==> src/rtl/core/note_snapshot_frame_parser_top_defines.svh <==
// Assertion macros shared by the note snapshot parser RTL.
// No dependencies; included by modules that carry assertions.
`ifndef NOTE_SNAPSHOT_FRAME_PARSER_TOP_DEFINES_SVH
`define NOTE_SNAPSHOT_FRAME_PARSER_TOP_DEFINES_SVH
// Implication checked on every clock edge outside reset.
`define NSFP_ASSERT_IMP(lbl, ante, cons) \
  lbl: assert property (@(posedge clk) disable iff (rst) (ante) |-> (cons)) \
    else $error("nsfp assertion failed");
// Implication checked in the cycle after the antecedent.
`define NSFP_ASSERT_NEXT(lbl, ante, cons) \
  lbl: assert property (@(posedge clk) disable iff (rst) (ante) |=> (cons)) \
    else $error("nsfp assertion failed");
`endif

==> src/rtl/core/nsfp_pkg.sv <==
// Shared types and constants of the note snapshot frame parser.
// No dependencies.
package nsfp_pkg;
  localparam logic [31:0] CRC_POLY = 32'hEDB88320;
  localparam logic [31:0] CRC_INIT = 32'hFFFFFFFF;

  localparam logic [3:0] KIND_VERSION = 4'd0;
  localparam logic [3:0] KIND_COUNT   = 4'd1;
  localparam logic [3:0] KIND_LEN0    = 4'd2;
  localparam logic [3:0] KIND_ORDER   = 4'd5;
  localparam logic [3:0] KIND_TIME    = 4'd6;
  localparam logic [3:0] KIND_FLAGS   = 4'd7;
  localparam logic [3:0] KIND_TEXT0   = 4'd8;
  localparam logic [3:0] KIND_STATUS  = 4'd11;

  localparam logic [2:0] ST_OK    = 3'd0;
  localparam logic [2:0] ST_SHORT = 3'd1;
  localparam logic [2:0] ST_CRC   = 3'd2;
  localparam logic [2:0] ST_SCHEMA = 3'd3;
  localparam logic [2:0] ST_COUNT = 3'd4;
  localparam logic [2:0] ST_LONG  = 3'd5;
  localparam logic [2:0] ST_TRUNC = 3'd6;
  localparam logic [2:0] ST_TRAIL = 3'd7;

  // One classified request from the front part to the back part.
  typedef struct packed {
    logic       feed;     // a payload byte leaves the delay line
    logic [7:0] leave;    // that byte
    logic       last;     // frame ends with this request
    logic       short_fr; // ended before four bytes were seen
    logic [31:0] rx_crc;  // trailer as received, valid on last
  } nsfp_req_t;

  // One result item.
  typedef struct packed {
    logic [3:0]  kind;
    logic [4:0]  note_index;
    logic [63:0] value;
    logic [8:0]  position;
    logic [2:0]  status;
    logic        frame_ok;
    logic        final_res;
  } nsfp_res_t;

  function automatic logic [31:0] crc_byte(logic [31:0] c, logic [7:0] b);
    logic [31:0] r;
    r = c ^ {24'd0, b};
    for (int i = 0; i < 8; i++) r = (r >> 1) ^ (r[0] ? CRC_POLY : 32'd0);
    return r;
  endfunction
endpackage

==> src/rtl/core/nsfp_front.sv <==
// Front part: accepts frame bytes and holds back the four-byte trailer.
// Depends on nsfp_pkg.
module nsfp_front import nsfp_pkg::*; (
  input  logic       clk,
  input  logic       rst,
  input  logic       in_valid,
  output logic       in_ready,
  input  logic [7:0] data_byte,
  input  logic       last_byte,
  output logic       req_valid,
  input  logic       req_ready,
  output nsfp_req_t  req
);
  logic [7:0] dly [4];
  logic [2:0] seen;
  logic       acc;

  assign in_ready = !req_valid || req_ready;
  assign acc = in_valid && in_ready;

  always_ff @(posedge clk) begin
    if (rst) begin
      seen <= '0;
      req_valid <= 1'b0;
      for (int i = 0; i < 4; i++) dly[i] <= '0;
    end else begin
      if (req_valid && req_ready) req_valid <= 1'b0;
      if (acc) begin
        req_valid <= 1'b1;
        req.feed <= seen[2];
        req.leave <= dly[0];
        req.last <= last_byte;
        // The fourth byte completes the trailer, so only fewer than four is short.
        req.short_fr <= last_byte && (seen < 3'd3);
        req.rx_crc <= seen[2] ? {data_byte, dly[3], dly[2], dly[1]}
                              : {data_byte, dly[2], dly[1], dly[0]};
        if (last_byte) begin
          seen <= '0;
          for (int i = 0; i < 4; i++) dly[i] <= '0;
        end else if (seen[2]) begin
          dly[0] <= dly[1];
          dly[1] <= dly[2];
          dly[2] <= dly[3];
          dly[3] <= data_byte;
        end else begin
          dly[seen[1:0]] <= data_byte;
          seen <= seen + 3'd1;
        end
      end
    end
  end
endmodule

==> src/rtl/core/nsfp_queue.sv <==
// Short queue between front and back parts.
// Depends on nsfp_pkg.
module nsfp_queue import nsfp_pkg::*; (
  input  logic      clk,
  input  logic      rst,
  input  logic      wr_valid,
  output logic      wr_ready,
  input  nsfp_req_t wr_data,
  output logic      rd_valid,
  input  logic      rd_ready,
  output nsfp_req_t rd_data
);
  nsfp_req_t mem [2];
  logic      wp, rp;
  logic [1:0] cnt;

  assign wr_ready = cnt != 2'd2;
  assign rd_valid = cnt != 2'd0;
  assign rd_data  = mem[rp];

  always_ff @(posedge clk) begin
    if (wr_valid && wr_ready) mem[wp] <= wr_data;
    if (rst) begin
      wp <= 1'b0;
      rp <= 1'b0;
      cnt <= '0;
    end else begin
      if (wr_valid && wr_ready) wp <= !wp;
      if (rd_valid && rd_ready) rp <= !rp;
      cnt <= cnt + {1'b0, wr_valid && wr_ready} - {1'b0, rd_valid && rd_ready};
    end
  end
endmodule

==> src/rtl/core/nsfp_back.sv <==
// Back part: CRC, field parser and result output with skid stage.
// Depends on nsfp_pkg and the assertion macro header.
`include "note_snapshot_frame_parser_top_defines.svh"
module nsfp_back import nsfp_pkg::*; #(
  parameter int MAX_NOTES = 32,
  parameter int MAX_TITLE_BYTES = 64,
  parameter int MAX_BODY_BYTES = 512,
  parameter int MAX_REMINDER_BYTES = 64
) (
  input  logic        clk,
  input  logic        rst,
  input  logic [15:0] expected_schema,
  input  logic        req_valid,
  output logic        req_ready,
  input  nsfp_req_t   req,
  output logic        res_valid,
  input  logic        res_ready,
  output nsfp_res_t   res
);
  typedef enum logic [3:0] {
    SEC_SCHEMA = 4'd0, SEC_VERSION = 4'd1, SEC_COUNT = 4'd2, SEC_LEN0 = 4'd3,
    SEC_LEN1 = 4'd4, SEC_LEN2 = 4'd5, SEC_ORDER = 4'd6, SEC_TIME = 4'd7,
    SEC_FLAGS = 4'd8, SEC_TEXT0 = 4'd9, SEC_TEXT1 = 4'd10, SEC_TEXT2 = 4'd11,
    SEC_DONE = 4'd12
  } sec_t;

  sec_t        sec, sec_next;
  logic [31:0] crc, crc_next;
  logic [3:0]  fcnt, fcnt_next;
  logic [63:0] facc, facc_next;
  logic [15:0] note, note_next, nexp, nexp_next, trem, trem_next;
  logic [15:0] tlen [3];
  logic [15:0] tlen_next [3];
  logic        cflag, cflag_next;
  logic [2:0]  err, err_next;

  // Two-entry output buffer; one request yields at most two results.
  nsfp_res_t   ob [2];
  logic        orp;
  logic [1:0]  ocnt;
  nsfp_res_t   r0, r1;
  logic [1:0]  nres;
  logic        take;

  assign res_valid = ocnt != 2'd0;
  assign res = ob[orp];
  assign req_ready = ocnt == 2'd0 || (ocnt == 2'd1 && res_ready);
  assign take = req_valid && req_ready;

  function automatic logic [15:0] tmax(logic [1:0] k);
    case (k)
      2'd0: tmax = 16'(MAX_TITLE_BYTES);
      2'd1: tmax = 16'(MAX_BODY_BYTES);
      default: tmax = 16'(MAX_REMINDER_BYTES);
    endcase
  endfunction

  always_comb begin
    logic [7:0]  b;
    logic        emit;
    logic [3:0]  need;
    logic [63:0] v;
    logic [1:0]  k;
    logic        go;
    logic [2:0]  st;
    sec_next = sec; crc_next = crc; fcnt_next = fcnt; facc_next = facc;
    note_next = note; nexp_next = nexp; trem_next = trem;
    for (int i = 0; i < 3; i++) tlen_next[i] = tlen[i];
    cflag_next = cflag; err_next = err;
    r0 = '0; r1 = '0; emit = 1'b0; go = 1'b0; k = 2'd0;
    b = req.leave; v = '0; st = ST_OK;
    need = (sec == SEC_VERSION || sec == SEC_TIME) ? 4'd8 : 4'd2;
    r0.note_index = note[4:0];
    if (req.feed) begin
      crc_next = crc_byte(crc, b);
      if (err != ST_OK) begin
      end else if (sec == SEC_DONE) begin
        err_next = ST_TRAIL;
      end else if (sec >= SEC_TEXT0) begin
        k = 2'(sec - SEC_TEXT0);
        emit = 1'b1;
        r0.kind = KIND_TEXT0 + {2'd0, k};
        r0.value = {56'd0, b};
        r0.position = 9'(tlen[k] - trem);
        trem_next = trem - 16'd1;
        if (trem == 16'd1) begin
          go = 1'b1;
          k = k + 2'd1;
        end
      end else if (sec == SEC_FLAGS) begin
        if (fcnt == 4'd0) begin
          cflag_next = b != 8'd0;
          fcnt_next = 4'd1;
        end else begin
          fcnt_next = 4'd0;
          emit = 1'b1;
          r0.kind = KIND_FLAGS;
          r0.value = {62'd0, b != 8'd0, cflag};
          go = 1'b1;
        end
      end else begin
        v = facc | ({56'd0, b} << {fcnt[2:0], 3'd0});
        facc_next = v;
        fcnt_next = fcnt + 4'd1;
        if (fcnt + 4'd1 >= need) begin
          facc_next = '0;
          fcnt_next = '0;
          r0.value = v;
          case (sec)
            SEC_SCHEMA: begin
              if (v[15:0] != expected_schema) err_next = ST_SCHEMA;
              else sec_next = SEC_VERSION;
            end
            SEC_VERSION: begin
              emit = 1'b1; r0.kind = KIND_VERSION; r0.note_index = '0;
              sec_next = SEC_COUNT;
            end
            SEC_COUNT: begin
              if (v[15:0] > 16'(MAX_NOTES)) err_next = ST_COUNT;
              else begin
                nexp_next = v[15:0];
                note_next = '0;
                emit = 1'b1; r0.kind = KIND_COUNT; r0.note_index = '0;
                sec_next = (v[15:0] == 16'd0) ? SEC_DONE : SEC_LEN0;
              end
            end
            SEC_ORDER: begin
              emit = 1'b1; r0.kind = KIND_ORDER; sec_next = SEC_TIME;
            end
            SEC_TIME: begin
              emit = 1'b1; r0.kind = KIND_TIME; sec_next = SEC_FLAGS;
            end
            default: begin
              k = 2'(sec - SEC_LEN0);
              tlen_next[k] = v[15:0];
              emit = 1'b1; r0.kind = KIND_LEN0 + {2'd0, k};
              sec_next = sec_t'(sec + 4'd1);
              k = 2'd0;
            end
          endcase
        end
      end
      // Start the next non-empty text run, flag an overlong run, or close the note.
      if (go) begin
        if (k <= 2'd0 && tlen_next[0] > tmax(2'd0)) err_next = ST_LONG;
        else if (k <= 2'd0 && tlen_next[0] != 16'd0) begin
          sec_next = SEC_TEXT0; trem_next = tlen_next[0];
        end else if (k <= 2'd1 && tlen_next[1] > tmax(2'd1)) err_next = ST_LONG;
        else if (k <= 2'd1 && tlen_next[1] != 16'd0) begin
          sec_next = SEC_TEXT1; trem_next = tlen_next[1];
        end else if (k <= 2'd2 && tlen_next[2] > tmax(2'd2)) err_next = ST_LONG;
        else if (k <= 2'd2 && tlen_next[2] != 16'd0) begin
          sec_next = SEC_TEXT2; trem_next = tlen_next[2];
        end else begin
          note_next = note + 16'd1;
          sec_next = (note + 16'd1 >= nexp) ? SEC_DONE : SEC_LEN0;
        end
      end
    end
    if (req.last) begin
      if (req.short_fr) st = ST_SHORT;
      else if (~crc_next != req.rx_crc) st = ST_CRC;
      else if (err_next != ST_OK) st = err_next;
      else if (sec_next != SEC_DONE) st = ST_TRUNC;
      else st = ST_OK;
      r1 = '0;
      r1.kind = KIND_STATUS;
      r1.status = st;
      r1.frame_ok = st == ST_OK;
      r1.final_res = 1'b1;
      sec_next = SEC_SCHEMA; crc_next = CRC_INIT; fcnt_next = '0; facc_next = '0;
      note_next = '0; nexp_next = '0; trem_next = '0; cflag_next = 1'b0;
      err_next = ST_OK;
      for (int i = 0; i < 3; i++) tlen_next[i] = '0;
    end else begin
      r0.final_res = 1'b1;
    end
    if (emit && req.last) nres = 2'd2;
    else if (emit) nres = 2'd1;
    else if (req.last) begin
      nres = 2'd1; r0 = r1;
    end else nres = 2'd0;
  end

  always_ff @(posedge clk) begin
    if (rst) begin
      sec <= SEC_SCHEMA; crc <= CRC_INIT; fcnt <= '0; facc <= '0;
      note <= '0; nexp <= '0; trem <= '0; cflag <= 1'b0; err <= ST_OK;
      for (int i = 0; i < 3; i++) tlen[i] <= '0;
      orp <= 1'b0; ocnt <= '0;
    end else begin
      if (take) begin
        sec <= sec_next; crc <= crc_next; fcnt <= fcnt_next; facc <= facc_next;
        note <= note_next; nexp <= nexp_next; trem <= trem_next;
        cflag <= cflag_next; err <= err_next;
        for (int i = 0; i < 3; i++) tlen[i] <= tlen_next[i];
      end
      if (take && nres != 2'd0) begin
        // Buffer is empty or drains its single entry this cycle.
        ob[0] <= r0;
        ob[1] <= r1;
        orp <= 1'b0;
        ocnt <= nres;
      end else if (res_valid && res_ready) begin
        orp <= !orp;
        ocnt <= ocnt - 2'd1;
      end
    end
  end

  `NSFP_ASSERT_IMP(a_buf_bound, 1'b1, ocnt != 2'd3)
  `NSFP_ASSERT_IMP(a_status_last, res_valid && res.kind == KIND_STATUS, res.final_res)
  `NSFP_ASSERT_NEXT(a_frame_clear, take && req.last, sec == SEC_SCHEMA && err == ST_OK)
endmodule

==> src/rtl/core/note_snapshot_frame_parser_top.sv <==
// Top level of the note snapshot frame parser.
// Depends on nsfp_pkg, nsfp_front, nsfp_queue and nsfp_back.
//
// Takes one frame byte per cycle on the s_axis side while tready is high, with tlast
// on the final byte. The last four bytes of a frame are the reflected CRC-32
// trailer; every earlier byte feeds the CRC and a little-endian field parser.
// Each completed field but the schema and each text byte leaves as one request on
// m_axis; the final byte adds a status request (tuser = frame_ok, tlast = last
// result of an input byte). Throughput is one byte per cycle while the output is
// taken; a byte that ends a frame after a field makes two output requests and so
// holds the back part until the first is taken, which the two-entry queue absorbs.
// From input to first result a byte passes the front register, queue and output buffer.
module note_snapshot_frame_parser_top import nsfp_pkg::*; #(
  parameter int MAX_NOTES = 32,
  parameter int MAX_TITLE_BYTES = 64,
  parameter int MAX_BODY_BYTES = 512,
  parameter int MAX_REMINDER_BYTES = 64
) (
  input  logic        clk,
  input  logic        rst,
  input  logic        cfg_we,
  input  logic [15:0] cfg_wdata,
  input  logic        s_axis_tvalid,
  output logic        s_axis_tready,
  input  logic [7:0]  s_axis_tdata,   // data_byte
  input  logic        s_axis_tlast,   // last_byte
  output logic        m_axis_tvalid,
  input  logic        m_axis_tready,
  // [3:0] kind, [8:4] note_index, [72:9] value, [81:73] position, [84:82] status
  output logic [87:0] m_axis_tdata,
  output logic        m_axis_tuser,   // frame_ok
  output logic        m_axis_tlast    // final_res
);
  logic [15:0] expected_schema;
  logic        f_valid, f_ready, q_valid, q_ready;
  nsfp_req_t   f_req, q_req;
  nsfp_res_t   res;

  always_ff @(posedge clk) begin
    if (rst) expected_schema <= 16'd1;
    else if (cfg_we) expected_schema <= cfg_wdata;
  end

  nsfp_front u_front (
    .clk, .rst,
    .in_valid(s_axis_tvalid), .in_ready(s_axis_tready),
    .data_byte(s_axis_tdata), .last_byte(s_axis_tlast),
    .req_valid(f_valid), .req_ready(f_ready), .req(f_req)
  );

  nsfp_queue u_queue (
    .clk, .rst,
    .wr_valid(f_valid), .wr_ready(f_ready), .wr_data(f_req),
    .rd_valid(q_valid), .rd_ready(q_ready), .rd_data(q_req)
  );

  nsfp_back #(
    .MAX_NOTES(MAX_NOTES), .MAX_TITLE_BYTES(MAX_TITLE_BYTES),
    .MAX_BODY_BYTES(MAX_BODY_BYTES), .MAX_REMINDER_BYTES(MAX_REMINDER_BYTES)
  ) u_back (
    .clk, .rst, .expected_schema,
    .req_valid(q_valid), .req_ready(q_ready), .req(q_req),
    .res_valid(m_axis_tvalid), .res_ready(m_axis_tready), .res
  );

  assign m_axis_tdata = {3'd0, res.status, res.position, res.value,
                         res.note_index, res.kind};
  assign m_axis_tuser = res.frame_ok;
  assign m_axis_tlast = res.final_res;
endmodule

==> config.mk <==
export PLATFORM = sky130hd
export DESIGN_NAME = note_snapshot_frame_parser_top
export DESIGN_NICKNAME = d
export VERILOG_FILES = /design/src/rtl/core/nsfp_pkg.sv /design/src/rtl/core/nsfp_front.sv /design/src/rtl/core/nsfp_queue.sv /design/src/rtl/core/nsfp_back.sv /design/src/rtl/core/note_snapshot_frame_parser_top.sv
export VERILOG_INCLUDE_DIRS = /design/src /design/src/rtl/core
export SDC_FILE = /design/constraint.sdc
export NUM_CORES = 1
export LEC_CHECK = 0
export BUFFER_PORTS_ARGS = -buffer_cell sky130_fd_sc_hd__buf_2
export CAP_MARGIN = 10
export CORE_MARGIN = 2
export CORE_UTILIZATION = 55
export DETAILED_ROUTE_END_ITERATION = 10
export GPL_TIMING_DRIVEN = 0
export PLACE_DENSITY = 0.85
export SLEW_MARGIN = 20
export SYNTH_ARGS = -nofsm -noshare
export SYNTH_HDL_FRONTEND = slang
export SYNTH_SLANG_ARGS = --single-unit
==> constraint.sdc <==
create_clock -name clk -period 29.2 [get_ports clk]
set_input_delay 2.92 -clock clk [delete_from_list [all_inputs] [get_ports clk]]
set_output_delay 2.92 -clock clk [all_outputs]
set_load 0.05 [all_outputs]
# Word-level counts from Yosys, hierarchy flattened
# Memory sizes are Yosys's and may differ from the RTL's. A register that Yosys moved wholly into a read port is not among the register bits.
# Cells that the tools add are included.
[op_classes]
n_addsub = 14
magnitude_cmp = 13
bitwise = 24
n_reduce_logical = 54
n_eq_ne = 18
muxes = 215
shifts = 1
[op_table]
columns = ["operator", "n"]
rows = [
  ["$mux W16", 41],
  ["$mux W64", 9],
  ["$mux W48", 9],
  ["$mux W87", 4],
  ["$mux W32", 10],
  ["$xor A31 B32 Y32", 8],
  ["$mux W82", 3],
  ["$mux W4", 28],
  ["$mux W73", 1],
  ["$mux W8", 9],
  ["$mux W3", 23],
  ["$or A64 B64 Y64", 1],
  ["$shl A8 B6 Y64", 1],
  ["$mux W1", 55],
  ["$bwmux W48", 1],
  ["$reduce_bool A16 Y1", 3],
  ["$demux W16 S2", 1],
  ["$gt A16 B7 Y1 const B", 2],
  ["$ne A32 B32 Y1", 1],
  ["$not A32 Y32", 1],
  ["$xor A32 B8 Y32", 1],
  ["$mux W24", 1],
  ["$mux W2", 11],
  ["$pmux W4 S5", 1],
  ["60 further kinds", 114],
]
[totals]
reg_bits = 226
ram_bits = 340
out_inout_bits = 92
word_cells = 366
inputBits = 30
memories = 4
[memory_table]
columns = ["name", "depth", "word_bits", "read_ports", "rd_ports_with_merged_regs", "wr", "line", "source"]
rows = [
  ["u_back.ob", 2, 87, 1, 1, 2, "nsfp_back.sv:38", "nsfp_res_t ob [2];"],
  ["u_queue.mem", 2, 43, 1, 1, 1, "nsfp_queue.sv:13", "nsfp_req_t mem [2];"],
  ["u_back.tlen", 3, 16, 4, 0, 3, "nsfp_back.sv:32", "logic [15:0] tlen [3];"],
  ["u_front.dly", 4, 8, 4, 0, 4, "nsfp_front.sv:14", "logic [7:0] dly [4];"],
]

# Depth between registers and ports, before layout
# Gate-level depths: netlist (run 1).
[depth]
ltp_word = 35
depth_mapped = 19
depth_no_buf = 18

# By module
# Synthesis (run 1) repeated with hierarchy kept, for this count alone.
[hier_totals]
cells_unflattened = 2356
area_unflattened_um2 = 25000.2
[modules_own_cells]
columns = ["mod", "instances", "area_per_inst_um2", "cells_per_inst", "seq_area_each_um2"]
rows = [
  ["nsfp_back", 1, 17630.7, 1957, 7407.1],
  ["nsfp_queue", 1, 3559.7, 161, 2682.6],
  ["nsfp_front", 1, 3201.8, 182, 2332.2],
  ["note_snapshot_frame_parser_top", 1, 608.1, 56, 320.3],
]

# Worst setup path after synthesis (run 1)
# No wires, ideal clock.
[synth_timing]
path_type = "in2reg"
start = "input port m_axis_tready"
end = "memory u_back.ob[0][0] (netlist bit), enable pin"
path_slack_ps = 18930
arrival_ps = 9615
setup_time_ps = 655
t_required_ps = 28545
stages = 5
n_path_buf = 1
path_cell_list = "nand2_1 > nand2_1 > o21ai_0 > clkbuf_1 > nor3_1"
[synth_lines]
columns = ["item", "line", "source"]
rows = [
  ["start: declaration", "note_snapshot_frame_parser_top.sv:28", "input logic m_axis_tready,"],
  ["end: declaration", "nsfp_back.sv:38", ""],
]

==> run_results.csv, run 1 <==
group,metric,value,unit
synth,ys_types,84,
drt,drc,0,
worst_setup_path,cp-end-kind,"register",
synth,synth_edf_count,301,
sta,fmax,165.4,MHz
power_and_ir_drop,powerDensity,93.25,nW/um2
synth,synth_seq_area_share,52.47,%
power_and_ir_drop,power.leakage,9.928,nW
status,status,"finished clean",
die,rows,76,
die,dieArea,45860,um2
power_and_ir_drop,internal_power,1.561,mW
drt,avgViaCountPerCell,6.163,
sta,slew_headroom,19.99,%
power_and_ir_drop,power_frac_seq,33.7,%
synth,ys_ff_latch,486,
drt,drt_iter0_markers,2126,
place,routabilityCongestion,0.9426,
synth,synth.yosys.warnings,0,
worst_setup_path,path_class,"reg2reg",
sta,final.setup.tns,0,ns
global_route,gr-total-overflow,0,
clock_network,h-tree-depth,2,
place,io_buffers,116,
sta,final_hold_viol_count,0,
synth,synth_cells,2322,
die,die_width,214.1,um
clock_network,post-cts-setup-buffers,0,
clock_network,cts_root_buffer,"clkbuf_16",
synth,ys.flop_type,"edfxtp_1",
synth,async_flop_share,0,%
global_route,gr-usage-all-layers,29.37,%
power_and_ir_drop,swShare,39.32,%
worst_setup_path,slowest_delay,0.65,ns
sta,setup_ws,23.15,ns
drt,first_pass_iters,10,
die,ios,122,
clock_network,cts_buffers,50,
synth,avgSynthCellArea,10.46,um2
clock_network,clk_latency,0.61,ns
clock_network,cts_resized,0,
sta,min_period_over_period,20.71,%
place,hpwl,50080,um
worst_hold_path,hold_class,"reg2reg",
die,initial_utilization,56.01,%
flow_run,drv_cap,0,
clock_network,clk_path_buf_depth,3,
die,die_h,214.1,um
drt,wl_per_cell,22.02,um
finish,area_delta_synth_final,13.60,%
sta,fin_crit,6.047,ns
worst_setup_path,reg2regPathDepth,19,
worst_setup_path,slowest_stage,"nor3_2",
finish,fillers,3355,
power_and_ir_drop,p_clk_share,26.6,%
finish,drive_gt1_share,12.28,%
power_and_ir_drop,combinationalPowerShare,39.8,%
power_and_ir_drop,switchingPower,1.012,mW
place,pre_cts_slack,23.08,ns
synth,synth_top_area_share,37.22,%
worst_hold_path,min_path_cells,0,
sta,slew_viol_final,0,
drt,wirelength,69010,um
clock_network,cts.sinks,486,
clock_network,cts_hold_buf,0,
global_route,grt_pass1_vias,18910,
sta,clock_skew,0.02174,ns
die,coreArea,43360,um2
synth,synth_area,24290,um2
finish,nets,2583,
sta,finalSetupViolCount,0,
power_and_ir_drop,ir_drop,0.1060,mV
sta,worstMarginPinSlew,1.200,ns
worst_setup_path,cp.arrival,6.35,ns
drt,vias,19320,
synth,yosys.area.top_type,"edfxtp_1",
clock_network,cts_tree,"done",
sta,rsz0062_at_grt,"no",
worst_setup_path,critPathLaunchType,"register",
global_route,grt_first_pass_wirelength,105700,um
synth,synth.top_cells.by_area,"edfxtp_1 (37%), dfxtp_1 (15%), nor2_1 (5.3%), a21oi_1 (3.4%), xnor2_1 (3.1%)",
drt,final_antenna_net_count,0,
worst_setup_path,critical_path.max_fanout,12,
clock_network,path_clk_slew,0.06,ns
global_route,antenna_found_initial,0,
worst_setup_path,crit_path_frequent_cell,"buf_4",
global_route,grt_max_degree,37,
worst_setup_path,critical_path.cell_chain,"clkbuf_1, nor3b_1, clkbuf_1, a21o_1, nor3_1, nand2_1, nor4_1, o21ai_0, a21oi_1, inv_1, ha_1, nor3_2, buf_6, buf_6, buf_6, buf_4, buf_4, buf_4, buf_4",
worst_setup_path,required,29.51,ns
[routing by layer]
metal | routed length (um) | vias up | track usage, % | part of all wire, %
met5 | 0 | - | 0 | 0
met4 | 3220 | 0 | 13.98 | 4.7
met3 | 5491 | 201 | 5.390 | 8.0
met2 | 33370 | 1000 | 49.92 | 48
met1 | 26920 | 9342 | 36.29 | 39
li1 | - | 8772 | - | -
[layout by cell type (no fill, tap or decap), drive strengths merged, types with 7 or more instances in the layout]
cell type | synthesis | routed
clkinv | 3 | 24
nand4 | 16 | 16
a211oi | 42 | 42
dfxtp | 185 | 185
nor3 | 46 | 46
o21ai | 83 | 83
or3 | 13 | 13
nand3 | 30 | 30
o31ai | 7 | 7
nand2b | 20 | 20
a21o | 25 | 25
mux2 | 46 | 46
or2 | 19 | 19
mux2i | 67 | 67
buf | 27 | 157
nand2 | 104 | 104
inv | 69 | 75
o22ai | 23 | 23
a31oi | 9 | 9
ha | 46 | 46
nor2b | 94 | 94
nor3b | 7 | 7
a21oi | 165 | 165
xor2 | 63 | 63
xnor2 | 88 | 88
and2 | 33 | 33
bufinv | 0 | 9
nor2 | 340 | 340
a22oi | 72 | 72
a22o | 31 | 31
xnor3 | 10 | 10
and3 | 12 | 12
clkbuf | 98 | 154
edfxtp | 301 | 301
nor4 | 22 | 22
[registers in the layout (all words and copies together) (netlist names), 2 cells and up, named ones only]
signal and flops:
u_back.err 3, u_back.crc 32, u_back.ob 92, u_back.ocnt 2, u_queue.mem 86, expected_schema 16, u_back.trem 16, u_back.tlen 48
u_front.dly 32, u_back.facc 64, u_back.sec 4, u_front.req 43, u_front.seen 3, u_queue.cnt 2, u_back.note 16, u_back.fcnt 4
u_back.nexp 16
[layout make-up]
type                            instances  area, um2  area share, %
Sequential cell                       486      12740          46.18
Clock buffer                           56       1305          4.730
Antenna cell                            1      2.502       0.009070
Inverter                               72      270.3         0.9795
Multi-Input combinational cell       1641      10800          39.16
Timing Repair Buffer                  130      767.0          2.780
Clock inverter                         38      451.7          1.637
Tap cell                              585      732.0          2.653
Buffer                                125      515.5          1.868
[power groups by stage]
stage / Sequential, mW / Combinational, mW / Clock, mW
after floorplan: 0.867 / 0.739 / 0
after global placement: 0.883 / 0.970 / 0
after detailed placement: 0.878 / 0.998 / 0
after CTS: 0.864 / 1.00 / 0.688
after global routing: 0.873 / 1.08 / 0.715
final: 0.866 / 1.02 / 0.684
[final timing paths]
path / startpoint / end / slack [ns]
max reg2reg: u_back.fcnt[1] / u_back.ob[0][33] / 23.15
min: u_front.req[8] / u_queue.mem[1][8] / 0.44
min reg2reg: u_front.req[8] / u_queue.mem[1][8] / 0.44
max: u_back.fcnt[1] / u_back.ob[0][33] / 23.15
[per-stage QoR]
stage          total power [mW]  area [um2]  instances  utilization, %  hold slack (ns)
5_1_grt                   2.669       27590       3133           63.62           0.4443
2_1_floorplan             1.605       24290       2324               -           0.4064
4_1_cts                   2.556       27580       3133           63.61           0.4393
3_3_place_gp              1.853       25610       3025           59.05           0.4112
3_5_place_dp              1.876       25820       3039           59.56           0.4304
6_report                  2.573       27590       3134           63.63           0.4388
[synth_stat cells, types with 6 or more instances]
cell type / instances
clkbuf_1: 98
and4_1: 6
buf_2: 6
a211oi_1: 41
o31ai_1: 7
xnor2_1: 85
buf_1: 14
mux2i_1: 66
nor3_1: 46
o21a_1: 6
o211ai_1: 6
a21oi_1: 164
nor2_1: 340
a22oi_1: 72
nor2b_1: 94
mux2_2: 44
edfxtp_1: 301
nand2_1: 104
or3_1: 13
nand3_1: 30
a22o_1: 31
o21ai_0: 82
ha_1: 46
dfxtp_1: 185
or2_2: 18
nand4_1: 16
o22ai_1: 23
a21o_1: 25
and2_1: 33
xnor3_1: 10
a31oi_1: 9
nor4_1: 22
a32o_1: 6
and3_1: 12
inv_1: 69
xor2_1: 57
nor3b_1: 7
nand2b_1: 20
[cells by family (layout without fill, tap and decap cells)]
| kind of cell | after synthesis | count (layout) | synth area share (%) |
|---|---|---|---|
| buf+inv | 197 | 421 | 3.230 |
| compound gates | 540 | 540 | 14.64 |
| simple gates | 775 | 775 | 15.23 |
| flops | 486 | 486 | 52.47 |
| mux | 113 | 113 | 4.977 |
| fa+ha+maj | 47 | 47 | 2.452 |
| other cells | 1 | 4 | 0.01544 |
| xor+xnor | 163 | 163 | 6.986 |
[critical path, delay by kind of cell, from the launching register on]
family / cells / cell delay (ns)
and+or+nand+nor: 5 / 2.21
AOI/OAI and AO/OA: 3 / 0.80
DFF: 1 / 0.34
adders and majority gates: 1 / 0.22
buffers and inverters: 10 / 2.16
(Power assumes the default switching activity.)
==> run 2, diff against run 1 <==
--- a/config.mk
+++ b/config.mk
@@ -12,7 +12,7 @@
 export CORE_UTILIZATION = 55
 export DETAILED_ROUTE_END_ITERATION = 10
 export GPL_TIMING_DRIVEN = 0
-export PLACE_DENSITY = 0.85
+export PLACE_DENSITY = 0.88
 export SLEW_MARGIN = 20
 export SYNTH_ARGS = -nofsm -noshare
 export SYNTH_HDL_FRONTEND = slang
==> constraint.sdc (replaced) <==
create_clock -name clk -period 5.55 [get_ports clk]
set_input_delay 0.555 -clock clk [delete_from_list [all_inputs] [get_ports clk]]
set_output_delay 0.555 -clock clk [all_outputs]
set_load 0.05 [all_outputs]
==> run 2 against run 1 <==
Compared with the run above:
- register-to-register slack got worse by 23 ns
- cell area barely moved
- core utilization hardly changed
- critical path type unchanged
==> run_results.csv, run 2 (synthesis gave the netlist of run 1 again) <==
group,metric,value,unit
worst_setup_path,cp-end-kind,"register",
drt,wl_per_cell,22.31,um
global_route,gr-usage-all-layers,29.72,%
global_route,grt_first_pass_wirelength,106900,um
die,die_h,214.1,um
clock_network,h-tree-depth,2,
worst_setup_path,path_class,"reg2reg",
place,io_buffers,116,
finish,diodes,0,
drt,vias,19480,
finish,nets,2580,
die,die_width,214.1,um
sta,clock_skew,0.02831,ns
worst_setup_path,r2r_slack,0.04,ns
die,rows,76,
worst_setup_path,critPathLaunchType,"register",
sta,final_hold_viol_count,0,
finish,drive_gt1_share,12.85,%
finish,fillers,3292,
sta,fin_crit,5.511,ns
clock_network,cts_tree,"done",
worst_setup_path,setup.worst_path.end,"u_back.ob[0][3]",
finish,layout_commonest_cell,"nor2_1",
finish,largest_registers,"u_back.ob x92, u_queue.mem x86, u_back.facc x64",
clock_network,cts_hold_buf,0,
drt,drc,0,
global_route,antenna_found_initial,0,
clock_network,clk_path_buf_depth,3,
worst_setup_path,reg2regPathDepth,15,
power_and_ir_drop,ir_drop,0.4253,mV
worst_setup_path,critical_path.max_fanout,9,
die,initial_utilization,56.01,%
die,coreArea,43360,um2
global_route,grt_max_degree,38,
clock_network,path_clk_slew,0.06,ns
worst_setup_path,reg2reg_from,"u_back.sec[0]",
clock_network,clk_latency,0.62,ns
worst_setup_path,r2r_end,"u_back.ob[0][3]",
worst_hold_path,hold_class,"in2reg",
drt,first_pass_iters,9,
die,ios,122,
worst_setup_path,cp-startpoint,"u_back.sec[0]",
global_route,grt_pass1_vias,18780,
sta,slew_headroom,23.76,%
drt,avgViaCountPerCell,6.223,
sta,min_period_over_period,99.30,%
sta,fmax,181.4,MHz
global_route,gr-total-overflow,0,
sta,slew_viol_final,0,
sta,finalSetupViolCount,0,
power_and_ir_drop,powerDensity,487.6,nW/um2
clock_network,cts_root_buffer,"clkbuf_16",
worst_setup_path,cp.arrival,5.82,ns
drt,wirelength,69820,um
place,hpwl,50330,um
clock_network,cts.sinks,486,
finish,area_delta_synth_final,13.54,%
place,dp.cells,3035,
finish,final_cell_mix,"nor2_1 (338), edfxtp_1 (301), dfxtp_1 (185)",
finish,final_cells,3130,
worst_setup_path,required,5.86,ns
status,status,"finished clean",
sta,rsz0062_at_grt,"yes",
flow_run,drv_cap,0,
die,dieArea,45860,um2
finish,fin_util,63.59,%
sta,worstMarginPinSlew,1.144,ns
place,routabilityCongestion,0.9450,
clock_network,cts_buffers,50,
power_and_ir_drop,power.leakage,9.895,nW
drt,drt_iter0_markers,2060,
finish,top_register,"u_back.ob",
finish,largest_register_ffs,92,
drt,final_antenna_net_count,0,
run 2: cell count changes in the layout (fill, tap and decap cells not counted), sizes merged:
cell and delta:
buf -3, inv -5, clkinvlp +4, clkbuf +8, clkinv -2, diode -1
bufinv -5
run 2: layer usage:
metal,GRT usage (%),routed length [um],up-vias
li1,-,-,8776
met1,36.59,26400,9323
met2,50.85,33790,1155
met3,5.064,6160,225
met4,14.40,3464,0
met5,0,0,-
run 2: worst min path at each step:
stage               startpoint                 end  cells after the start
2_1_floorplan  u_front.seen[2]     u_front.req[42]                      0
3_3_place_gp   u_front.seen[2]     u_front.req[42]                      0
3_5_place_dp   u_front.seen[2]     u_front.req[42]                      0
4_1_cts           cfg_wdata[0]  expected_schema[0]                      2
5_1_grt           cfg_wdata[0]  expected_schema[0]                      2
6_report          cfg_wdata[3]  expected_schema[3]                      3
run 2: metrics by stage:
| stage | TNS (ns) | instance area (um2) | worst slack (ns) | hold WS (ns) | power [mW] |
|---|---|---|---|---|---|
| detailed placement | -0.2937 | 25800 | -0.1175 | 0.4185 | 9.886 |
| floorplan | 0 | 24310 | 0.1828 | 0.4064 | 8.431 |
| finish | 0 | 27580 | 0.03875 | 0.1887 | 13.45 |
| CTS | 0 | 27510 | 0.09644 | 0.1726 | 13.33 |
| global route | -0.03418 | 27580 | -0.02308 | 0.1785 | 13.94 |
| global placement | -183.88 | 25620 | -1.332 | 0.4147 | 9.754 |
run 2: power by group:
part           switching (mW)  internal, mW  total, mW  leakage (nW)
Sequential              0.270          4.29       4.56          4.38
Clock                    1.45          2.01       3.46         0.826
Combinational            3.63          1.79       5.42          4.69
run 2: final cells by class:
cell class | count | area, um2 | share of cell area (%)
Inverter | 72 | 270.3 | 0.9801
Buffer | 125 | 515.5 | 1.869
Clock inverter | 30 | 264.0 | 0.9574
Tap cell | 585 | 732.0 | 2.654
Clock buffer | 64 | 1429 | 5.182
Timing Repair Buffer | 127 | 750.7 | 2.722
Multi-Input combinational cell | 1641 | 10870 | 39.43
Sequential cell | 486 | 12740 | 46.21
run 2: worst max-delay path: stages, from the launching register on:
cell	delay [ns]
dfxtp_1	0.40
clkbuf_1	0.39
inv_1	0.29
ha_1	0.27
clkbuf_1	0.21
nor4_1	0.39
nor2_1	0.23
a211oi_4	0.39
nor2_1	0.13
or2_2	0.35
a31oi_2	0.48
nor3_1	0.29
a32o_1	0.37
or4_1	0.42
o21ai_0	0.43
a211oi_1	0.17
run 2: timing repair:
action / CTS / global route
pin swaps: 0 / 1
resized for setup: 2 / 13
setup endpoints to repair: 5 / 18
cloned: 0 / 0
buffers inserted: 0 / 1
